**config.mk**
```make
export PLATFORM = sky130hd
export DESIGN_NAME = keyed_gimli_uid_generator_top
export DESIGN_NICKNAME = d
export VERILOG_FILES = /design/src/design/kgug_pkg.sv /design/src/design/kgug_cfg.sv /design/src/design/kgug_round.sv /design/src/design/kgug_core.sv /design/src/design/keyed_gimli_uid_generator_top.sv
export SDC_FILE = /design/constraint.sdc
export NUM_CORES = 2
export LEC_CHECK = 0
export BUFFER_PORTS_ARGS = -buffer_cell sky130_fd_sc_hd__buf_2
export CORE_ASPECT_RATIO = 0.9
export CORE_UTILIZATION = 48
export DETAILED_ROUTE_END_ITERATION = 8
export GPL_TIMING_DRIVEN = 0
export PLACE_DENSITY = 0.67
export SYNTH_ARGS = -nofsm -noshare
export SYNTH_HDL_FRONTEND = slang
export SYNTH_SLANG_ARGS = --single-unit
```
**constraint.sdc**
```tcl
create_clock -name clk -period 43.1 [get_ports clk]
set_clock_uncertainty 0.05 [all_clocks]
set_input_delay 4.31 -clock clk [delete_from_list [all_inputs] [get_ports clk]]
set_output_delay 4.31 -clock clk [all_outputs]
set_load 0.01 [all_outputs]
```
**src/design/kgug_pkg.sv**
```systemverilog
package kgug_pkg;

	localparam int unsigned WORD_W      = 32;
	localparam int unsigned NUM_WORDS   = 12;
	localparam int unsigned NUM_ROUNDS  = 24;
	localparam int unsigned ROUND_W     = 5;
	localparam int unsigned MAX_PERMS   = 256;
	localparam logic [WORD_W-1:0] ROUND_CONST = 32'h9e37_7900;

	localparam int unsigned CFG_IDX_W = 3;
	localparam logic [CFG_IDX_W-1:0] REG_KEY_0      = 3'd0;
	localparam logic [CFG_IDX_W-1:0] REG_KEY_1      = 3'd1;
	localparam logic [CFG_IDX_W-1:0] REG_KEY_2      = 3'd2;
	localparam logic [CFG_IDX_W-1:0] REG_KEY_3      = 3'd3;
	localparam logic [CFG_IDX_W-1:0] REG_LIMIT_LOW  = 3'd4;
	localparam logic [CFG_IDX_W-1:0] REG_LIMIT_HIGH = 3'd5;

	typedef logic [NUM_WORDS-1:0][WORD_W-1:0] gimli_state_t;

	typedef struct packed {
		logic [3:0][63:0] key;
		logic [63:0]      limit_low;
		logic [31:0]      limit_high;
	} cfg_t;

endpackage

```
**src/design/kgug_cfg.sv**
```systemverilog
module kgug_cfg (
	input  logic                               clk,
	input  logic                               arst_n,
	input  logic                               cfg_valid,
	output logic                               cfg_ready,
	input  logic [kgug_pkg::CFG_IDX_W-1:0]     cfg_index,
	input  logic [63:0]                        cfg_data,
	output kgug_pkg::cfg_t                     cfg
);

	kgug_pkg::cfg_t cfg_q;

	assign cfg_ready = 1'b1;
	assign cfg = cfg_q;

	always_ff @(posedge clk or negedge arst_n) begin
		if (!arst_n) begin
			cfg_q.key        <= '0;
			cfg_q.limit_low  <= '1;
			cfg_q.limit_high <= '1;
		end else if (cfg_valid) begin
			unique case (cfg_index)
				kgug_pkg::REG_KEY_0:      cfg_q.key[0] <= cfg_data;
				kgug_pkg::REG_KEY_1:      cfg_q.key[1] <= cfg_data;
				kgug_pkg::REG_KEY_2:      cfg_q.key[2] <= cfg_data;
				kgug_pkg::REG_KEY_3:      cfg_q.key[3] <= cfg_data;
				kgug_pkg::REG_LIMIT_LOW:  cfg_q.limit_low <= cfg_data;
				kgug_pkg::REG_LIMIT_HIGH: cfg_q.limit_high <= cfg_data[31:0];
				default: ;
			endcase
		end
	end

endmodule

```
**src/design/kgug_round.sv**
```systemverilog
module kgug_round (
	input  kgug_pkg::gimli_state_t              state_in,
	input  logic [kgug_pkg::ROUND_W-1:0]        round,
	output kgug_pkg::gimli_state_t              state_out
);

	kgug_pkg::gimli_state_t sp;

	// The SP-box acts on each of the four columns independently.
	always_comb begin
		logic [31:0] x;
		logic [31:0] y;
		logic [31:0] z;
		sp = state_in;
		for (int c = 0; c < 4; c++) begin
			x = {state_in[c][7:0], state_in[c][31:8]};
			y = {state_in[4+c][22:0], state_in[4+c][31:23]};
			z = state_in[8+c];
			sp[8+c] = x ^ {z[30:0], 1'b0} ^ {(y[29:0] & z[29:0]), 2'b00};
			sp[4+c] = y ^ x ^ {(x[30:0] | z[30:0]), 1'b0};
			sp[c]   = z ^ y ^ {(x[28:0] & y[28:0]), 3'b000};
		end
	end

	// Small swap with the round constant every fourth round, big swap two rounds later.
	always_comb begin
		state_out = sp;
		unique case (round[1:0])
			2'd0: begin
				state_out[0] = sp[1] ^ kgug_pkg::ROUND_CONST
					^ {{(kgug_pkg::WORD_W-kgug_pkg::ROUND_W){1'b0}}, round};
				state_out[1] = sp[0];
				state_out[2] = sp[3];
				state_out[3] = sp[2];
			end
			2'd2: begin
				state_out[0] = sp[2];
				state_out[1] = sp[3];
				state_out[2] = sp[0];
				state_out[3] = sp[1];
			end
			default: ;
		endcase
	end

endmodule

```
**src/design/kgug_core.sv**
```systemverilog
module kgug_core #(
	parameter int unsigned MaxPerms = kgug_pkg::MAX_PERMS
) (
	input  logic            clk,
	input  logic            arst_n,
	input  kgug_pkg::cfg_t  cfg,
	input  logic            start,
	output logic            busy,
	input  logic [63:0]     event_number,
	input  logic [31:0]     session_number,
	input  logic [31:0]     board_number,
	output logic            uid_valid,
	output logic [63:0]     uid_low,
	output logic [31:0]     uid_high
);

	localparam int unsigned PermW = (MaxPerms > 1) ? $clog2(MaxPerms) : 1;
	localparam logic [PermW-1:0] LastPerm = PermW'(MaxPerms - 1);
	localparam logic [kgug_pkg::ROUND_W-1:0] FirstRound =
		kgug_pkg::ROUND_W'(kgug_pkg::NUM_ROUNDS);

	localparam logic [1:0] ST_IDLE  = 2'd0;
	localparam logic [1:0] ST_ROUND = 2'd1;
	localparam logic [1:0] ST_CHECK = 2'd2;

	logic [1:0]                    st_q;
	logic [kgug_pkg::ROUND_W-1:0]  round_q;
	logic [PermW-1:0]              perm_q;
	kgug_pkg::gimli_state_t        state_q;
	kgug_pkg::gimli_state_t        state_next;
	kgug_pkg::gimli_state_t        load_state;
	logic                          uid_valid_q;
	logic [63:0]                   uid_low_q;
	logic [31:0]                   uid_high_q;
	logic                          below_limit;

	kgug_round u_round (
		.state_in  (state_q),
		.round     (round_q),
		.state_out (state_next)
	);

	always_comb begin
		for (int i = 0; i < 4; i++) begin
			load_state[2*i]   = cfg.key[i][31:0];
			load_state[2*i+1] = cfg.key[i][63:32];
		end
		load_state[8]  = event_number[63:32];
		load_state[9]  = event_number[31:0];
		load_state[10] = session_number;
		load_state[11] = board_number;
	end

	assign below_limit = {state_q[2], state_q[1], state_q[0]} < {cfg.limit_high, cfg.limit_low};

	assign busy      = (st_q != ST_IDLE);
	assign uid_valid = uid_valid_q;
	assign uid_low   = uid_low_q;
	assign uid_high  = uid_high_q;

	always_ff @(posedge clk or negedge arst_n) begin
		if (!arst_n) begin
			st_q        <= ST_IDLE;
			round_q     <= '0;
			perm_q      <= '0;
			uid_valid_q <= 1'b0;
		end else begin
			uid_valid_q <= 1'b0;
			unique case (st_q)
				ST_IDLE: begin
					if (start) begin
						st_q    <= ST_ROUND;
						round_q <= FirstRound;
						perm_q  <= '0;
					end
				end
				ST_ROUND: begin
					if (round_q == kgug_pkg::ROUND_W'(1)) begin
						st_q <= ST_CHECK;
					end else begin
						round_q <= round_q - kgug_pkg::ROUND_W'(1);
					end
				end
				ST_CHECK: begin
					// Stop when the identifier is in range or the repetition cap is reached.
					if (below_limit || perm_q == LastPerm) begin
						st_q        <= ST_IDLE;
						uid_valid_q <= 1'b1;
					end else begin
						st_q    <= ST_ROUND;
						round_q <= FirstRound;
						perm_q  <= perm_q + PermW'(1);
					end
				end
				default: st_q <= ST_IDLE;
			endcase
		end
	end

	always_ff @(posedge clk) begin
		if (st_q == ST_IDLE && start) begin
			state_q <= load_state;
		end else if (st_q == ST_ROUND) begin
			state_q <= state_next;
		end
		if (st_q == ST_CHECK) begin
			uid_low_q  <= {state_q[1], state_q[0]};
			uid_high_q <= state_q[2];
		end
	end

	a_valid_after_check: assert property (@(posedge clk) disable iff (!arst_n)
		uid_valid |-> ($past(st_q) == ST_CHECK))
		else $error("result strobe without a preceding check cycle");

	a_round_range: assert property (@(posedge clk) disable iff (!arst_n)
		(st_q == ST_ROUND) |-> (round_q != '0 && round_q <= FirstRound))
		else $error("round counter out of range");

	a_start_begins: assert property (@(posedge clk) disable iff (!arst_n)
		(start && !busy) |=> (st_q == ST_ROUND && round_q == FirstRound))
		else $error("accepted request did not start a permutation");

	a_valid_idle: assert property (@(posedge clk) disable iff (!arst_n)
		uid_valid |-> !busy)
		else $error("result strobe while still busy");

endmodule

```
**src/design/keyed_gimli_uid_generator_top.sv**
```systemverilog
// Keyed identifier generator: each request loads the 256-bit key, the event, session and
// board numbers into a Gimli state, runs the 24-round permutation one round per cycle on a
// single shared round unit, and checks the 96-bit identifier against the configured limit in
// a separate check state, repeating the permutation until the identifier is below the limit
// or MaxPerms permutations have run, so that a request runs 1 to MaxPerms permutations. Busy
// stays high from the accepting edge to the result strobe and falls in the cycle that
// uid_valid is high. The result is shown for that single cycle only and the receiver cannot
// stall it, so it must capture uid_low and uid_high whenever uid_valid is high. Configuration
// writes are always ready and must only be made while busy is low.
module keyed_gimli_uid_generator_top #(
	parameter int unsigned MaxPerms = kgug_pkg::MAX_PERMS
) (
	input  logic                            clk,
	input  logic                            arst_n,
	input  logic                            cfg_valid,
	output logic                            cfg_ready,
	input  logic [kgug_pkg::CFG_IDX_W-1:0]  cfg_index,
	input  logic [63:0]                     cfg_data,
	input  logic                            start,
	output logic                            busy,
	input  logic [63:0]                     event_number,
	input  logic [31:0]                     session_number,
	input  logic [31:0]                     board_number,
	output logic                            uid_valid,
	output logic [63:0]                     uid_low,
	output logic [31:0]                     uid_high
);

	kgug_pkg::cfg_t cfg;

	kgug_cfg u_cfg (
		.clk       (clk),
		.arst_n    (arst_n),
		.cfg_valid (cfg_valid),
		.cfg_ready (cfg_ready),
		.cfg_index (cfg_index),
		.cfg_data  (cfg_data),
		.cfg       (cfg)
	);

	kgug_core #(
		.MaxPerms (MaxPerms)
	) u_core (
		.clk            (clk),
		.arst_n         (arst_n),
		.cfg            (cfg),
		.start          (start),
		.busy           (busy),
		.event_number   (event_number),
		.session_number (session_number),
		.board_number   (board_number),
		.uid_valid      (uid_valid),
		.uid_low        (uid_low),
		.uid_high       (uid_high)
	);

endmodule
```
Word-level counts from Yosys, hierarchy flattened
Cells that the tools add are included.
{"block": "word_totals", "ff_bits": 848, "input_bits": 199}
{"block": "op_classes", "add_sub_neg": 2, "n_lt_le_gt_ge": 1, "n_eq_ne": 14, "mux": 16, "bitwise": 38, "reduce_logical": 18}
{"operator": "$mux 384", "count": 2}
{"operator": "$xor 32x32->32", "count": 24}
{"operator": "$pmux 128 s2", "count": 1}
{"operator": "$or 31x31->31", "count": 4}
{"operator": "$and 30x30->30", "count": 4}
{"operator": "$and 29x29->29", "count": 4}
{"operator": "$lt 96x96->1", "count": 1}
{"operator": "$xor 32x5->32", "count": 1}
{"operator": "$mux 8", "count": 2}
{"operator": "$pmux 8 s2", "count": 1}
{"operator": "$mux 5", "count": 3}
{"operator": "$not 15->15", "count": 1}
{"operator": "$pmux 5 s3", "count": 1}
{"operator": "$reduce_and 2->1", "count": 7}
{"operator": "$add 8x1->8 const B", "count": 1}
{"operator": "$eq 8x8->1 const B", "count": 1}
{"operator": "$eq 3x2->1 const B", "count": 2}
{"operator": "$eq 3x3->1 const B", "count": 2}
{"operator": "$ne 2x2->1 const B", "count": 3}
{"operator": "$pmux 2 s3", "count": 1}
{"operator": "$reduce_bool 2->1", "count": 3}
{"operator": "$eq 5x1->1 const B", "count": 1}
{"operator": "$sub 5x1->5 const B", "count": 1}
{"operator": "$eq 2x2->1 const B", "count": 2}
{"operator": "12 further kinds", "count": 16}

Longest topological paths before layout
{"block": "depth", "depth_word": 7, "depth_mapped": 14, "mapped_depth_nobuf": 11}

Cells and area by module
From an unflattened synthesis, not the netlist that was laid out.
{"block": "unflattened", "cells_unflattened": 3393, "area_unflattened_um2": 46847.4}
{"mod": "kgug_core", "instances": 1, "cells_per_inst": 1343, "area_each_um2": 22262.6, "seq_area_each_um2": 14814.2}
{"mod": "kgug_cfg", "instances": 1, "cells_per_inst": 750, "area_each_um2": 14029.7, "seq_area_each_um2": 8928.6}
{"mod": "kgug_round", "instances": 1, "cells_per_inst": 1300, "area_each_um2": 10555.1, "seq_area_each_um2": 0.0}

Least setup slack after synthesis
No wires, ideal clock.
{"block": "synth_timing", "path_type": "input-to-reg", "from": "in start", "to": "reg u_core.state_q[0] (netlist bit) (enable)", "setup_time_ns": 1.137, "arrival_time_ns": 20.250, "required_ns": 41.913, "path_slack_ns": 21.663, "path_stages": 2, "n_path_buf": 0, "path_cell_list": "nor2_1 -> nor2_1"}
{"block": "synth_via", "elab_chain_len": 2}
{"item": "from (decl)", "line_no": "keyed_gimli_uid_generator_top.sv:19", "text": "input logic start,"}
{"item": "$logic_and 1x1->1", "line_no": "kgug_core.sv:101", "text": "if (st_q == ST_IDLE && start) begin"}
{"item": "$reduce_bool 2->1 (no line)"}
{"item": "to (signal assigned)", "line_no": "kgug_core.sv:102", "text": "state_q <= load_state;"}
{"item": "to (signal assigned)", "line_no": "kgug_core.sv:104", "text": "state_q <= state_next;"}
{"item": "to (decl)", "line_no": "kgug_core.sv:29", "text": "kgug_pkg::gimli_state_t state_q;"}
No other way between the ends.
A chain may end at the register's enable or synchronous reset.

Worst setup path after layout
{"block": "layout_timing", "from": "in start", "to": "reg u_core.state_q[381] (netlist bit) (data pin)"}
{"block": "layout_via", "elab_chain_len": 2}
{"item": "$logic_and 1x1->1", "line_no": "kgug_core.sv:101"}
{"item": "$mux 384", "line_no": "kgug_core.sv:101"}
No other way between the ends.

==> summary.txt <==
Run status - completed
TritonCTS Buffers - 92
Flop-to-flop setup slack - 38.49 ns
DR pass1 iterations - 5
Cell count after synthesis - 3,784
Syn_area_per_cell - 11.7 um2
H-tree lvl count - 3
Max Freq - 0.134 GHz
Nets - 4,726
P&R area growth vs syn - 14.7%
Multi-input gate area - 19,300 um2
Worst Hold Class - reg -> reg
DP Area - 47,600 um2
Min-delay src - u_cfg.cfg[258]$_DFFE_PN0P_
Crit path largest cell delay - 1.14 ns
Core ar. - 91,000 um2
Initial antenna violation count - 26
Die ar. - 93,100 um2
Later-pin clock latency in the skew report - 0.68 ns
Clock buffer depth - 3
Post-detailed-routing wire length - 169,000 um
Hold path depth - 1
CP Buf/Inv Count - 4
CTS tree - yes
Sequential Area - 23,700 um2
Worst r2r src - u_core.st_q[0]$_DFFE_PN0P_
Gr usage total - 36.1%
Min Tclk post-route - 7.47 ns
Reg2Reg Capture Point - u_core.state_q[381]$_DFFE_PP_
Root Buffer Master - clkbuf_16
Ys Warns - 0
Post-synth cell types - 55
R2r worst-path depth - 8
Drt via density - 6.01
Starting DRT DRC Count - 3,876
Antenna Nets Post-Route - 0
Max-Cap Viols - 0
Die H - 290 um
RSZ-0062 raised after global routing - no
Worst-Margin Slew - 1.46 ns
Mapped Area - 44,100 um2
Most frequent cells in the layout - nand2_1, edfxtp_1, xor2_1
Sequential share of the synthesized area - 53.8%
Startpoint Class - input pin
Crit Path Max Fanout - 10
Drt wl/cell - 30.7 um
Post-synth EDFFs - 480
Fraction of layout cells with a size suffix above 1 - 20.2%
CP max stage cell - clkbuf_1
Chip Width - 321 um
Crit path DAT - 7.91 ns
Final setup vio count - 0
Cell mode on critical path - clkbuf_1
Critical path class - in -> reg
Post-CTS setup buffers - 0
Initial Utilization - 48.4%
Slew Limit Fails - 0
Port buffer count - 294
Clk slew on worst S/H paths - 0.06 ns
Routability cong. - 1.03
CTS Sinks - 848
Cells along the critical path - buf_2 > and2_1 > clkbuf_1 > clkbuf_1 > clkbuf_1 > nand2_1 > o21ai_0
First-pass GRT wire length - 234,000 um
Slew headroom - 2.58%
Final hold viol count - 0
Fillers - 7,970
Cell area after layout - 50,600 um2
Total grt overflow - 0
Hold EP - u_cfg.cfg[258]$_DFFE_PN0P_
DRC Markers - 0
Ys async rst share - 43.4%
Top FF cell, synth - edfxtp_1
Vias - 33,100
Syn Nets - 4,318
Commonest non-fill, non-tap cell in the layout - nand2_1
Largest net degree at the start of global routing - 106
Worst path required time - 43.54 ns
Synth Register Bits - 848
# IOs - 298
Period utilisation layout - 17.3%
Post_cts resized - 0
CTS Hold Bufs - 0
Site Rows - 105
Vias in the first global route - 31,400
CP Capture Type - register
Sum of negative setup slack - 0 ns
DP HPWL - 128,000 um
Critical path's top delay family - buffers and inverters
-- synth_stat cells, drive strengths merged, types with 2 or more instances --
library cell	number	area share, %
a211oi	3	0.051
a21o	9	0.15
a21oi	63	0.72
a221oi	19	0.39
a22oi	112	1.9
a31oi	115	1.6
and2	3	0.043
and3	3	0.054
and4	4	0.079
buf	7	0.12
clkbuf	172	1.5
dfrtp	272	15
dfstp	96	5.7
edfxtp	480	33
ha	335	9.5
inv	106	0.90
mux2	289	7.4
mux2i	2	0.045
nand2	490	4.2
nand2b	4	0.074
nand3	14	0.16
nand4	17	0.24
nand4b	3	0.060
nor2	284	2.4
nor3	12	0.14
nor3b	2	0.034
nor4	4	0.071
o211ai	4	0.091
o21a	2	0.034
o21ai	332	3.8
o32ai	2	0.040
or2	2	0.028
xnor2	163	3.2
xor2	346	6.9
-- routing by layer --
metal / wire length (um) / global-route usage [%] / up-vias / part of all wire, %
met5: 37 / 0 / - / 0.022
met3: 17500 / 8.12 / 340 / 10
met4: 6690 / 13.6 / 6 / 4.0
met2: 74100 / 54.0 / 1756 / 44
met1: 70600 / 51.3 / 16700 / 42
li1: - / - / 14300 / -
-- layout make-up --
| class | count | area share, % |
|---|---|---|
| timing repair buffer | 314 | 3.76 |
| clock buffer | 126 | 5.19 |
| clock inverter | 47 | 0.762 |
| antenna | 5 | 0.0247 |
| buffer | 179 | 1.39 |
| inverter | 106 | 0.791 |
| sequential | 848 | 46.9 |
| multi-input combinational | 2651 | 38.1 |
| tap | 1230 | 3.04 |
-- sequential cells by signal (all words and copies together) (netlist names) --
register,count
u_core.uid_valid,1
u_core.state_q,384
u_core.st_q,2
u_core.round_q,5
u_cfg.cfg,352
u_core.uid_high,32
u_core.uid_low,64
u_core.perm_q,8
-- cells by family after synthesis --
| group | synth area share (%) |
|---|---|
| flip-flops | 53.8 |
| AND/OR/NAND/NOR | 7.64 |
| AO/OA/AOI/OAI | 8.98 |
| XOR/XNOR | 10.1 |
| adder cells (fa/ha/maj) | 9.51 |
| multiplexers | 7.43 |
| buffers and inverters | 2.49 |
| other | 0.00850 |
-- worst reg2reg max path: stages, from the launching register on --
cell	delay, ns
dfrtp_1	0.35
clkbuf_1	0.18
nor2_1	0.33
and2_1	0.21
clkbuf_1	0.89
clkbuf_1	1.17
clkbuf_1	1.01
nand2_1	0.12
o21ai_0	0.11
-- how the worst max path moves through the flow --
stage	startpoint	endpoint	slack [ns]	cells past startpoint
after floorplan	start	u_core.state_q[0]$_DFFE_PP_	21.66	2
after global placement	start	u_core.state_q[362]$_DFFE_PP_	13.17	3
after detailed placement	start	u_core.state_q[254]$_DFFE_PP_	34.92	6
after CTS	start	u_core.state_q[254]$_DFFE_PP_	35.63	6
after global routing	start	u_core.state_q[380]$_DFFE_PP_	35.55	7
final	start	u_core.state_q[381]$_DFFE_PP_	35.63	7
-- stage by stage --
step | cells | setup slack (ns) | hold WS (ns) | utilization, %
after detailed placement | 5328 | 34.92 | 0.444 | 52.2
final | 5506 | 35.63 | 0.456 | 55.6
after global routing | 5502 | 35.55 | 0.462 | 55.6
after global placement | 5308 | 13.17 | 0.438 | 51.7
after floorplan | 3784 | 21.66 | 0.428 | -
after CTS | 5501 | 35.63 | 0.458 | 55.5
Power is left out: the tool's default activity adds up to more than one toggle a clock period on the data nets, which glitch-free logic cannot reach.
